**src/mbe_pkg.sv**
```systemverilog
// ----------------------------------------------------------------------------
// mbe_pkg
// Types, constants and saturation helpers for the escape-time evaluator.
// ----------------------------------------------------------------------------
package mbe_pkg;

    localparam int WORD_BITS    = 36;
    localparam int FRAC_BITS    = 28;
    localparam int ITER_BITS    = 16;
    localparam int PIX_BITS     = 10;
    localparam int STEP_BITS    = 32;
    localparam int OFF_BITS     = PIX_BITS + STEP_BITS;
    localparam int MAP_BITS     = OFF_BITS + 2;
    localparam int PROD_BITS    = 2 * WORD_BITS;
    localparam int Q_BITS       = PROD_BITS - FRAC_BITS;
    localparam int HALF_BITS    = WORD_BITS / 2;
    localparam int COLOUR_BITS  = 24;
    localparam int CFG_IDX_BITS = 3;

    localparam logic [CFG_IDX_BITS-1:0] CFG_STEP_SIZE    = 3'd0;
    localparam logic [CFG_IDX_BITS-1:0] CFG_ORIGIN_RE    = 3'd1;
    localparam logic [CFG_IDX_BITS-1:0] CFG_ORIGIN_IM    = 3'd2;
    localparam logic [CFG_IDX_BITS-1:0] CFG_MAX_ITER     = 3'd3;
    localparam logic [CFG_IDX_BITS-1:0] CFG_IN_SET_WHITE = 3'd4;

    typedef logic signed [WORD_BITS-1:0] word_t;

    localparam word_t WMAX = {1'b0, {(WORD_BITS-1){1'b1}}};
    localparam word_t WMIN = {1'b1, {(WORD_BITS-1){1'b0}}};

    localparam logic [WORD_BITS:0] FOUR = (WORD_BITS+1)'(4) << FRAC_BITS;

    localparam logic [COLOUR_BITS-1:0] WHITE = 24'hFFFFFF;
    localparam logic [COLOUR_BITS-1:0] BLACK = 24'h000000;

    localparam logic [STEP_BITS-1:0] STEP_RESET   = 32'd1048576;
    localparam word_t                ORIGIN_RESET = -36'sd536870912;
    localparam logic [ITER_BITS-1:0] ITER_RESET   = 16'd50;

    typedef struct packed {
        logic [PIX_BITS-1:0] pixel_x;
        logic [PIX_BITS-1:0] pixel_y;
    } in_word_t;

    typedef struct packed {
        logic [PIX_BITS-1:0]    out_x;
        logic [PIX_BITS-1:0]    out_y;
        logic [ITER_BITS-1:0]   iterations;
        logic                   in_set;
        logic [COLOUR_BITS-1:0] fill_colour;
    } out_word_t;

    function automatic word_t sat_word(input logic [WORD_BITS:0] s);
        word_t r;
        if (s[WORD_BITS] != s[WORD_BITS-1])
            r = s[WORD_BITS] ? WMIN : WMAX;
        else
            r = word_t'(s[WORD_BITS-1:0]);
        return r;
    endfunction

    function automatic word_t sat_map(input logic [MAP_BITS-1:0] s);
        word_t r;
        if ((&s[MAP_BITS-1:WORD_BITS-1]) || !(|s[MAP_BITS-1:WORD_BITS-1]))
            r = word_t'(s[WORD_BITS-1:0]);
        else
            r = s[MAP_BITS-1] ? WMIN : WMAX;
        return r;
    endfunction

endpackage

```
**src/mbe_fxmul.sv**
```systemverilog
// ----------------------------------------------------------------------------
// mbe_fxmul
// Sequential fixed-point multiplier: magnitude product over two partial
// products, one per half of b; truncate, saturate and apply the sign.
// ----------------------------------------------------------------------------
module mbe_fxmul (
    input  logic          clk,
    input  logic          rst_n,
    input  logic          start,
    input  mbe_pkg::word_t a,
    input  mbe_pkg::word_t b,
    output logic          done,
    output mbe_pkg::word_t p
);

    localparam logic [1:0] PH_IDLE  = 2'd0;
    localparam logic [1:0] PH_HIGH  = 2'd1;
    localparam logic [1:0] PH_ROUND = 2'd2;

    localparam int WB = mbe_pkg::WORD_BITS;
    localparam int HB = mbe_pkg::HALF_BITS;
    localparam int PB = mbe_pkg::PROD_BITS;
    localparam int QB = mbe_pkg::Q_BITS;
    localparam int LB = WB + HB;

    logic [1:0]    phase_reg;
    logic [WB-1:0] ua_reg;
    logic [HB-1:0] ub_hi_reg;
    logic          neg_reg;
    logic [PB-1:0] acc_reg;
    logic          done_reg;
    mbe_pkg::word_t p_reg;

    logic [WB-1:0] ua_c;
    logic [WB-1:0] ub_c;
    logic [LB-1:0] pp_lo_c;
    logic [LB-1:0] pp_hi_c;
    logic [QB-1:0] q_c;
    logic [QB-1:0] cap_c;
    logic [QB-1:0] qs_c;
    mbe_pkg::word_t p_c;

    always_comb
    begin
        ua_c    = a[WB-1] ? (~a + WB'(1)) : a;
        ub_c    = b[WB-1] ? (~b + WB'(1)) : b;
        pp_lo_c = LB'(ua_c) * LB'(ub_c[HB-1:0]);
        pp_hi_c = LB'(ua_reg) * LB'(ub_hi_reg);
        q_c     = acc_reg[PB-1:mbe_pkg::FRAC_BITS];
        cap_c   = neg_reg ? (QB'(1) << (WB-1)) : ((QB'(1) << (WB-1)) - QB'(1));
        qs_c    = (q_c > cap_c) ? cap_c : q_c;
        p_c     = neg_reg ? mbe_pkg::word_t'(~qs_c[WB-1:0] + WB'(1))
                          : mbe_pkg::word_t'(qs_c[WB-1:0]);
    end

    always_ff @(posedge clk or negedge rst_n)
    begin
        if (!rst_n)
        begin
            phase_reg <= PH_IDLE;
            done_reg  <= 1'b0;
        end
        else
        begin
            done_reg <= (phase_reg == PH_ROUND);
            case (phase_reg)
                PH_IDLE:  phase_reg <= start ? PH_HIGH : PH_IDLE;
                PH_HIGH:  phase_reg <= PH_ROUND;
                PH_ROUND: phase_reg <= PH_IDLE;
                default:  phase_reg <= PH_IDLE;
            endcase
        end
    end

    always_ff @(posedge clk)
    begin
        if (phase_reg == PH_IDLE && start)
        begin
            ua_reg    <= ua_c;
            ub_hi_reg <= ub_c[WB-1:HB];
            neg_reg   <= a[WB-1] ^ b[WB-1];
            acc_reg   <= PB'(pp_lo_c);
        end
        else if (phase_reg == PH_HIGH)
        begin
            acc_reg <= acc_reg + {pp_hi_c[PB-HB-1:0], {HB{1'b0}}};
        end
        if (phase_reg == PH_ROUND)
            p_reg <= p_c;
    end

    assign done = done_reg;
    assign p    = p_reg;

endmodule

```
**config.mk**
```make
export PLATFORM = sky130hd
export DESIGN_NAME = mbe_fxmul
export DESIGN_NICKNAME = d
export VERILOG_FILES = /design/src/mbe_pkg.sv /design/src/mbe_fxmul.sv
export SDC_FILE = /design/constraint.sdc
export NUM_CORES = 2
export LEC_CHECK = 0
export BUFFER_PORTS_ARGS = -buffer_cell sky130_fd_sc_hd__buf_2
export CAP_MARGIN = 20
export CORE_MARGIN = 5
export CORE_UTILIZATION = 36
export CTS_BUF_LIST = sky130_fd_sc_hd__clkbuf_8
export DETAILED_ROUTE_END_ITERATION = 8
export GPL_TIMING_DRIVEN = 0
export PLACE_DENSITY_LB_ADDON = 0.25
export REMOVE_ABC_BUFFERS = 1
export SLEW_MARGIN = 20
export SYNTH_ARGS = -nofsm -noshare
export SYNTH_HDL_FRONTEND = slang
export SYNTH_SLANG_ARGS = --single-unit
```
**constraint.sdc**
```tcl
create_clock -name clk -period 13.6 [get_ports clk]
set_clock_uncertainty 0.15 [all_clocks]
set_input_delay 0.68 -clock clk [delete_from_list [all_inputs] [get_ports clk]]
set_output_delay 0.68 -clock clk [all_outputs]
set_load 0.05 [all_outputs]
```
* After elaboration in Yosys (flattened, before gate mapping)
Index checks and enable logic that the tools add are counted.
** Operators by class
- Equality and inequality tests :: 2
- Bitwise gates (word level) :: 4
- Reduce and logical (&&, ||, !) cells :: 3
- Magnitude comparators :: 1
- Mux-type cells :: 9
- Multiply operators :: 2
- Add/subtract/negate cells :: 4
** Operators by type and width (number)
- 2-to-1 mux 36 bit :: 4
- multiplier 36 x 18 -> 54 bit :: 2
- 2-to-1 mux 54 bit :: 2
- NOT 36 bit :: 3
- adder 36 x 2 -> 36 bit, second input constant :: 2
- adder 72 bit :: 1
- > comparator 44 x 36 -> 1 bit :: 1
- adder 36 x 1 -> 36 bit, second input constant :: 1
- 2-to-1 mux 35 bit :: 1
- case mux 2 bit (2 select lines) :: 1
- == test 2 x 1 -> 1 bit, second input constant :: 1
- == test 2 bit, second input constant :: 1
- zero test 2 bit :: 1
- nonzero test 2 bit :: 1
- logical AND 1 bit :: 1
- 2-to-1 mux 1 bit :: 1
- XOR 1 bit :: 1
** Word-level totals
- Output and inout bits :: 37
- Logic and storage cells :: 34
- Input bits :: 75
- Flip-flop bits (word level) :: 166

* Longest topological paths before layout
- Word-level depth :: 6
- Gate-level depth with buffers :: 39
- Depth with buffers taken out :: 37

* Worst setup path after synthesis
OpenSTA, ideal clock, no wires.
- Kind :: input to register
- Start :: input port a[9]
- End :: register acc_reg[51], data pin
- Stages on the path :: 32
- Library setup time :: 0.269 ns
- Data arrival time :: 8.553 ns
- Slack :: 4.628 ns
- Data required time :: 13.181 ns
- Path through :: or4_4 nor4_4 nand2_1 or2_1 or4_4 or4_4 o41a_4 xnor2_4 inv_2 buf_6 nand2_1 fa_1 inv_1 fa_1 inv_1 fa_1 fa_1 fa_1 inv_1 fa_1 ha_1 a21o_1 a21o_1 a21o_1 a21o_1 a21oi_1 o21ai_0 o21bai_1 a31o_2 a31oi_1 xor2_1 o21ai_0
** Between the ends
- Word-level cells in the longest chain between the ends :: 5
** Ends and longest elaborated chain
- from (decl) :: RTL line mbe_fxmul.sv:10 : input mbe_pkg::word_t a,
- NOT 36 bit :: RTL line mbe_fxmul.sv:45 : ua_c = a[WB-1] ? (~a + WB'(1)) : a;
- adder 36 x 2 -> 36 bit :: RTL line mbe_fxmul.sv:45
- 2-to-1 mux 36 bit :: RTL line mbe_fxmul.sv:45
- named net ua_c[30] :: RTL line mbe_fxmul.sv:34 : logic [WB-1:0] ua_c;
- multiplier 36 x 18 -> 54 bit :: RTL line mbe_fxmul.sv:47 : pp_lo_c = LB'(ua_c) * LB'(ub_c[HB-1:0]);
- 2-to-1 mux 54 bit :: RTL line mbe_fxmul.sv:77 : if (phase_reg == PH_IDLE && start)
- to (signal assigned) :: RTL line mbe_fxmul.sv:82 : acc_reg <= PB'(pp_lo_c);
- to (signal assigned) :: RTL line mbe_fxmul.sv:86 : acc_reg <= acc_reg + {pp_hi_c[PB-HB-1:0], {HB{1'b0}}};
- to (decl) :: RTL line mbe_fxmul.sv:30 : logic [PB-1:0] acc_reg;
The timed path passes the listed nets, and every way through them passes these cells.
A chain may end at the register's enable or synchronous reset.

* Worst setup path after layout
- Start :: input port a[0]
- End :: register acc_reg[45], data pin
** Between the ends
- Word-level cells in the longest chain between the ends :: 5
** Ends and longest elaborated chain (RTL line)
- NOT 36 bit :: mbe_fxmul.sv:45
- adder 36 x 2 -> 36 bit :: mbe_fxmul.sv:45
- 2-to-1 mux 36 bit * :: mbe_fxmul.sv:45
- multiplier 36 x 18 -> 54 bit * :: mbe_fxmul.sv:47
- 2-to-1 mux 54 bit * :: mbe_fxmul.sv:77
Every way passes the cells marked *; elsewhere a longest branch is shown, timed or not.

==> results.ini <==
[status]
status=complete, no violations

[worst_setup_path]
crit_slowest_cell=a2111oi_2
cpPeakStageDelay_ns=0.69
cp_top_family=adder cells
r2r_cells=35
critPathRequiredTime_ns=13.74
cp-end-kind=flop
rr_endpoint=acc_reg[71]
arrival_ns=10.54
cp-start-kind=primary input
reg2reg_from=ua_reg[14]
cp.buffers_inverters=6
crit_top_cell=fa_1
crit_type=in -> reg
path_max_fanout=16
r2r_setup_slack_ns=3.38

[global_route]
grt_pass1_vias=41918
grt.total_usage_pct=19.9
overflow=0
grt_pass1_wl_mm=233
antenna_found_initial=2
grt_max_degree=62

[clocking]
cts.sinks=148
clockBufferDepth=2
htree_levels=4
cts-root-buf=clkbuf_8
clk_pin_slew_ns=0.12
cts_buffers=17
tritoncts=yes
clk_latency_ns=0.57
cts-resized-gates=0

[drt]
viasPerCell=5.02
drtPass1Iterations=5
via_count=38705
initialDrtViolationCount=2255
wire_per_inst_um=18.6
drc_errors=0
detail_route.wirelength_mm=143
ant_nets=0

[cells_and_area]
final_core_util_pct=39.0
area_delta_synth_final_pct=7.62
drive_above_1_share_pct=5.25
fin_nets=7324
final.fill_count=14248
final_cell_mix=inv_1 (1,290), nand2_1 (1,120), fa_1 (1,087), ha_1 (346), nor2_1 (254)
largest_reg_flops=54
layout_commonest_cell=inv_1

[yosys]
async_flop_share_pct=2.03
seq_area_frac_synth_pct=8.41
yosys_warnings=0
netlist_area_sq_um=50500
synth_seq_cells=148
netlist_instances=5875
synth_edf_count=127
synth_top_cell_area_share_pct=43.1
yosysTopAreaCell=fa_1
ys_types=75
synth.avg_cell_area_sq_um=8.60
ys.flop_type=edfxtp_1
synth_top_cells_by_area=fa_1 (43%), inv_1 (9.6%), ha_1 (8.6%)

[min_path]
min_path_type=in -> async

[floorplanning]
io_pins=112
rows=137
fp.dieArea_sq_um=148000
core-area_sq_um=140000
fp.dieW_um=385
start_util_pct=36.2
die_h_um=385

[sta]
hold_ws_ns=0.272
max_freq_mhz=96.2
finalHoldViolations=0
fin_crit_sh_pct=76.5
rsz0062_at_grt=no
relSlewSlack_pct=17.5
max_slew.worst_pin.slew_ns=1.23
finalMaxSlewViolations=0
min_period_ns=10.40
finalSetupViolCount=0

[flow_run]
maxCapViolCount=0

[place]
gp_congestion=0.866
hpwl_mm=119
port_buffers=111

per-layer routing:
layer | GRT usage [%] | wire length [um]
met1 | 26.6 | 62400
met2 | 34.2 | 69800
met3 | 2.13 | 6850
met4 | 5.63 | 4050
met5 | 0 | 0
per-stage QoR:
stage          area (sq um)  setup slack (ns)  instances  TNS, ns
4_1_cts               54400              3.12       7705        0
5_1_grt               54400              2.58       7706        0
6_report              54400              3.20       7706        0
3_5_place_dp          54000              2.51       7672        0
2_1_floorplan         49400              4.09       5590        0
3_3_place_gp          52300            -0.952       7577    -5.02
layout make-up:
cell class	count	area (sq um)	area share, %
Multi-Input combinational cell	4148	40600	74.7
Sequential cell	148	4250	7.82
Inverter	1294	4860	8.94
Clock inverter	15	148	0.272
Clock buffer	17	234	0.430
Timing Repair Buffer	207	1940	3.57
Tap cell	1876	2350	4.32
Antenna cell	1	2.50	0.00460
timing repair:
action                                 in CTS  in global routing
hold buffers                                1                  0
endpoints found under the hold margin       3                  0
setup endpoints to repair                   0                  0
buffers inserted                            0                  0
worst max-delay path by stage:
stage          from          end  cells after the start
2_1_floorplan  b[5]  acc_reg[37]                     27
3_5_place_dp   a[0]  acc_reg[45]                     33
5_1_grt        a[0]  acc_reg[45]                     34
6_report       a[0]  acc_reg[45]                     31
3_3_place_gp   b[5]  acc_reg[45]                     29
4_1_cts        a[0]  acc_reg[45]                     31
cell families after synthesis:
group | Yosys count | share of synthesized area (%)
buffers and inverters | 1579 | 11.8
adders and majority gates | 1433 | 51.7
and+or+nand+nor | 1850 | 16.1
muxes | 4 | 0.0793
xor gates and xnor gates | 201 | 3.52
DFF | 148 | 8.41
AOI/OAI and AO/OA | 660 | 8.38
synthesized netlist by cell type (all sizes together) (15+ instances only):
cell	n
nand2b	32
and3	15
o31ai	26
a21oi	182
nor2b	32
xnor2	119
dfxtp	18
nand2	1121
or3	20
a21o	109
and2	211
nor4	16
clkbuf	270
o41ai	16
nor3	37
edfxtp	127
o21ai	152
xor2	82
a211oi	26
a31oi	16
buf	15
fa	1087
ha	346
inv	1293
nand4	31
nor2	254
or4	19
o21a	30
o21bai	19
nand3	30
Power is left out: the tool's default activity adds up to more than one toggle a clock period on the data nets, which glitch-free logic cannot reach.
